## src/rounded_multiply_divide_u64_macros.svh

```systemverilog
// Assertion helpers shared by the rescale block.
`ifndef ROUNDED_MULTIPLY_DIVIDE_U64_MACROS_SVH
`define ROUNDED_MULTIPLY_DIVIDE_U64_MACROS_SVH

// Check a condition in the same cycle as its trigger.
`define RMD_ASSERT_SAME(label, trig, cond) \
	label: assert property (@(posedge clk) disable iff (!arst_n) (trig) |-> (cond)) \
		else $error("rescale check failed");

// Check a condition in the cycle after its trigger.
`define RMD_ASSERT_NEXT(label, trig, cond) \
	label: assert property (@(posedge clk) disable iff (!arst_n) (trig) |=> (cond)) \
		else $error("rescale check failed");

`endif

```

## src/rmd_pkg.sv

```systemverilog
`default_nettype none
package rmd_pkg;

	// Operand and quotient width inside the datapath.
	localparam int WIDTH  = 64;
	// Width of the payload ports.
	localparam int PORT_W = 64;
	// Split of each operand for the partial products.
	localparam int HALF_W = (WIDTH + 1) / 2;
	localparam int HIGH_W = WIDTH - HALF_W;
	// Double-width numerator, one division cell per numerator bit.
	localparam int NUM_W  = 2 * WIDTH;
	localparam int CELLS  = NUM_W;
	// Cycles from an accepted request to its result when nothing stalls.
	localparam int MUL_STAGES = 4;
	localparam int LATENCY    = MUL_STAGES + CELLS;

	// Data handed from one division cell to the next. The numerator bits
	// shift out at the top of nq while quotient bits shift in at the bottom.
	typedef struct packed {
		logic [WIDTH-1:0] rem;
		logic [NUM_W-1:0] nq;
		logic [WIDTH-1:0] div;
	} rmd_lane_t;

endpackage
`default_nettype wire

```

## src/rmd_div_cell.sv

```systemverilog
`default_nettype none
module rmd_div_cell (
	input  wire logic          clk,
	input  wire logic          arst_n,
	input  wire logic          up_valid,
	output logic               up_ready,
	input  wire rmd_pkg::rmd_lane_t up_lane,
	output logic               dn_valid,
	input  wire logic          dn_ready,
	output rmd_pkg::rmd_lane_t dn_lane
);

	logic                      valid_q;
	rmd_pkg::rmd_lane_t        lane_q;
	logic [rmd_pkg::WIDTH:0]   trial;
	logic [rmd_pkg::WIDTH:0]   div_x;
	logic [rmd_pkg::WIDTH:0]   diff;
	logic                      qbit;

	// Shift the next numerator bit into the remainder and try one subtract.
	assign trial = {up_lane.rem, up_lane.nq[rmd_pkg::NUM_W-1]};
	assign div_x = {1'b0, up_lane.div};
	assign diff  = trial - div_x;
	assign qbit  = (trial >= div_x);

	assign up_ready = !valid_q || dn_ready;

	// Hold the flag until the next cell takes the data.
	always_ff @(posedge clk or negedge arst_n) begin
		if (!arst_n) begin
			valid_q <= 1'b0;
		end else if (up_ready) begin
			valid_q <= up_valid;
		end
	end

	// Restore or keep the difference, append the quotient bit.
	always_ff @(posedge clk) begin
		if (up_valid && up_ready) begin
			lane_q.rem <= qbit ? diff[rmd_pkg::WIDTH-1:0] : trial[rmd_pkg::WIDTH-1:0];
			lane_q.nq  <= {up_lane.nq[rmd_pkg::NUM_W-2:0], qbit};
			lane_q.div <= up_lane.div;
		end
	end

	assign dn_valid = valid_q;
	assign dn_lane  = lane_q;

endmodule
`default_nettype wire
```

## config.mk

```make
export PLATFORM = sky130hd
export DESIGN_NAME = rmd_div_cell
export DESIGN_NICKNAME = d
export VERILOG_FILES = /design/src/rounded_multiply_divide_u64_macros.svh /design/src/rmd_pkg.sv /design/src/rmd_div_cell.sv
export SDC_FILE = /design/constraint.sdc
export NUM_CORES = 1
export LEC_CHECK = 0
export CAP_MARGIN = 15
export CORE_AREA = 10 10 192 194
export DETAILED_ROUTE_END_ITERATION = 8
export DIE_AREA = 0 0 202 204
export DONT_BUFFER_PORTS = 1
export PLACE_DENSITY = 0.53
export SYNTH_ARGS = -nofsm -noshare
export SYNTH_HDL_FRONTEND = slang
export SYNTH_SLANG_ARGS = --single-unit
```

## constraint.sdc

```tcl
create_clock -name clk -period 7 [get_ports clk]
set_input_delay 0.35 -clock clk [delete_from_list [all_inputs] [get_ports clk]]
set_output_delay 0.35 -clock clk [all_outputs]
set_load 0.05 [all_outputs]
```

==> results.py <==
metrics = {
    "global_routing": {
        "grt_max_degree": 134,
        "grt-ovfl-total": 0,
        "grt_pass1_wl_mm": 67.1,
        "grt_pass1_vias": 9716,
        "grt_usage": 0.217,
        "grt_antenna_before_repair": 7,
    },
    "power": {
        "swShare": 0.327,
        "ir_drop_uv": 206,
        "switchingPower_mw": 1.41,
        "p_seq_frac": 0.527,
        "power.leakage_nw": 6.13,
        "power.total_mw": 4.30,
        "power.density_mw_per_mm2": 264,
        "combPwrFrac": 0.147,
        "p_int_mw": 2.90,
        "clock_power_share": 0.325,
    },
    "timing": {
        "worst_pin_slew_ns": 0.908,
        "min_period_ns": 3.55,
        "setup-violations-final": 0,
        "skew_ns": 0.0106,
        "timing.final.crit_share": 0.506,
        "timing.fmax_mhz": 282,
        "rsz0062_at_grt": "false",
        "hold_slack_ns": 0.0116,
        "hold_viol": 0,
        "fin_tns_setup_ns": 0,
        "maxSlewViolCount": 0,
        "relSlewSlack": 0.387,
        "finalWorstSetupSlack_ns": 3.45,
    },
    "route": {
        "drc": 0,
        "ant_nets": 0,
        "drt-total-wl_mm": 47.2,
        "wl_per_cell_um": 26.6,
        "dr.first_iter.drc_count": 636,
        "vias": 9428,
        "dr.pass1.iters": 5,
        "vias_per_cell": 5.31,
    },
    "logic_synthesis": {
        "ys_seq_area_frac": 0.616,
        "syn_area_mm2": 0.0125,
        "synthCells": 1053,
        "yosys_register_bits": 257,
        "synth_ff_type": "edfxtp_1",
        "async_flop_share": 0.00389,
        "syn_area_per_cell_um2": 11.9,
        "syn-num-nets": 1378,
        "synth_edf_count": 256,
        "synth_warnings": 0,
        "yosysUniqueCellTypes": 63,
    },
    "cts": {
        "cts_hold_buf": 245,
        "htree_levels": 1,
        "postCtsSetupBuffers": 0,
        "cts_root_buffer": "clkbuf_16",
        "cts_tree": "built",
        "cts.clk_slew.worst_paths_ns": 0.06,
        "cts_buffers": 28,
        "clock_latency_ns": 0.56,
        "cts_resized": 0,
        "clock-sinks": 257,
        "cts_buffer_depth": 3,
    },
    "job": {
        "cap_violations": 0,
    },
    "floorplan": {
        "die_h_um": 204,
        "die_w_um": 202,
        "initial_utilization": 0.378,
        "io_pins": 518,
        "die_area_mm2": 0.0412,
        "num_rows": 67,
        "core_mm2": 0.0331,
    },
    "outcome": {
        "status": "completed",
    },
    "place": {
        "placed_area_mm2": 0.0130,
        "dpl.hpwl_mm": 35.4,
        "post-place-ws_ns": 2.91,
        "dpl.cell_count": 1473,
        "place_congestion": 0.841,
        "portBuffers": 0,
    },
    "setup_path": {
        "r2r_cells": 3,
        "path_class": "in2reg",
        "worst_ep_arrival_time_ns": 3.86,
        "required_ns": 7.31,
        "endpoint_kind": "flip-flop",
        "crit_path_start_kind": "input port",
        "crit_fanout": 4,
        "regToRegSetupSlack_ns": 3.89,
    },
    "layout": {
        "area_growth_syn_to_layout_pct": 30.4,
        "fin_nets": 1625,
        "fin_util": 0.493,
        "drive_above_1_share": 0.0446,
        "final_cell_area_mm2": 0.0163,
        "final_cell_count_no_fill": 1776,
    },
    "hold_path": {
        "hold_class": "in2reg",
        "min_path_cells": 2,
    },
}
-- layout by cell type, fill, tap and decap left out, drive strengths merged, types with 4 or more instances in the layout --
cell type    synthesis  final
nand2              125    125
ha                  64     64
o21ai               99     99
nor2                60     60
nand3                8      8
nor2b                7      7
a21oi               80     80
a21o                22     22
nand4               16     16
edfxtp             256    256
buf                  7      4
and3                11     11
dlygate4sd3          0    245
diode                0      6
xnor2               27     27
clkinv               0     15
o21a                 7      7
o21bai              14     14
nor3                11     11
o31ai                7      7
a31o                 4      4
nor4                 6      6
nand2b              12     12
and2                 7      7
a31oi               13     13
xor2                28     28
clkbuf              25     31
inv                 81     85
o211ai               7      7
-- synth_stat cells (13+ instances only) --
master	number	area, um^2
a21o_1	22	165
clkbuf_1	25	93.8
nand2_1	125	469
nand4_1	16	100
edfxtp_1	256	7690
xor2_1	28	245
a31oi_1	13	81.3
inv_1	81	304
xnor2_1	27	236
o21ai_0	95	475
ha_1	64	801
o21bai_1	14	105
nor2_1	60	225
a21oi_1	78	390
-- path summary, 6_finish.rpt --
check	from	endpoint
worst max register to register	dn_valid	dn_lane[54]
worst min register to register	dn_valid	dn_valid
worst min-delay path	up_lane[224]	dn_lane[225]
worst max-delay path	up_lane[191]	dn_lane[246]
min in group asynchronous	arst_n	dn_valid
max in group asynchronous	arst_n	dn_valid
-- cell families after synthesis --
logic type                 after synthesis  share of synthesized area
AOI/OAI and AO/OA                      284                      0.141
xor gates and xnor gates                55                     0.0385
adders and majority gates               65                     0.0656
buffers and inverters                  113                     0.0351
DFF                                    257                      0.616
muxes                                    3                    0.00260
and+or+nand+nor                        276                      0.100
-- cell type report --
type                            count  area, um^2
Clock buffer                       31         712
Timing Repair Buffer              249        2490
Multi-Input combinational cell    683        4360
Clock inverter                     21         158
Inverter                           81         304
Sequential cell                   257        7710
Fill cell                        2951       16800
Tap cell                          448         561
Antenna cell                        6        15.0
-- critical path: stages --
cell,delay [ns]
inv_1,0.02
ha_1,0.22
fa_1,0.42
nand2b_1,0.18
a21oi_1,0.27
o311a_1,0.35
a31oi_1,0.17
o21ai_0,0.55
nand4_1,0.33
a21oi_1,0.29
nand3b_1,0.33
mux2i_1,0.13
a31o_2,0.24
-- sequential cells by signal, summed over array words and instances, names as in the netlist --
register and count:
dn_valid 1, dn_lane 256
-- metal layers --
metal / track usage / part of all wire / up-vias
li1: - / - / 4387
met1: 0.227 / 0.35 / 4554
met2: 0.405 / 0.54 / 432
met3: 0.0697 / 0.089 / 55
met4: 0.0660 / 0.025 / 0
met5: 0 / 0 / -
-- power by group through the flow --
stage	Clock, mW	Combinational, mW	Sequential (mW)
5_1_grt	1.49	0.705	2.28
4_1_cts	1.43	0.635	2.27
3_3_place_gp	0	0.506	2.31
6_report	1.40	0.633	2.27
2_1_floorplan	0	0.386	2.27
3_5_place_dp	0	0.508	2.30
(Power assumes the default switching activity.)
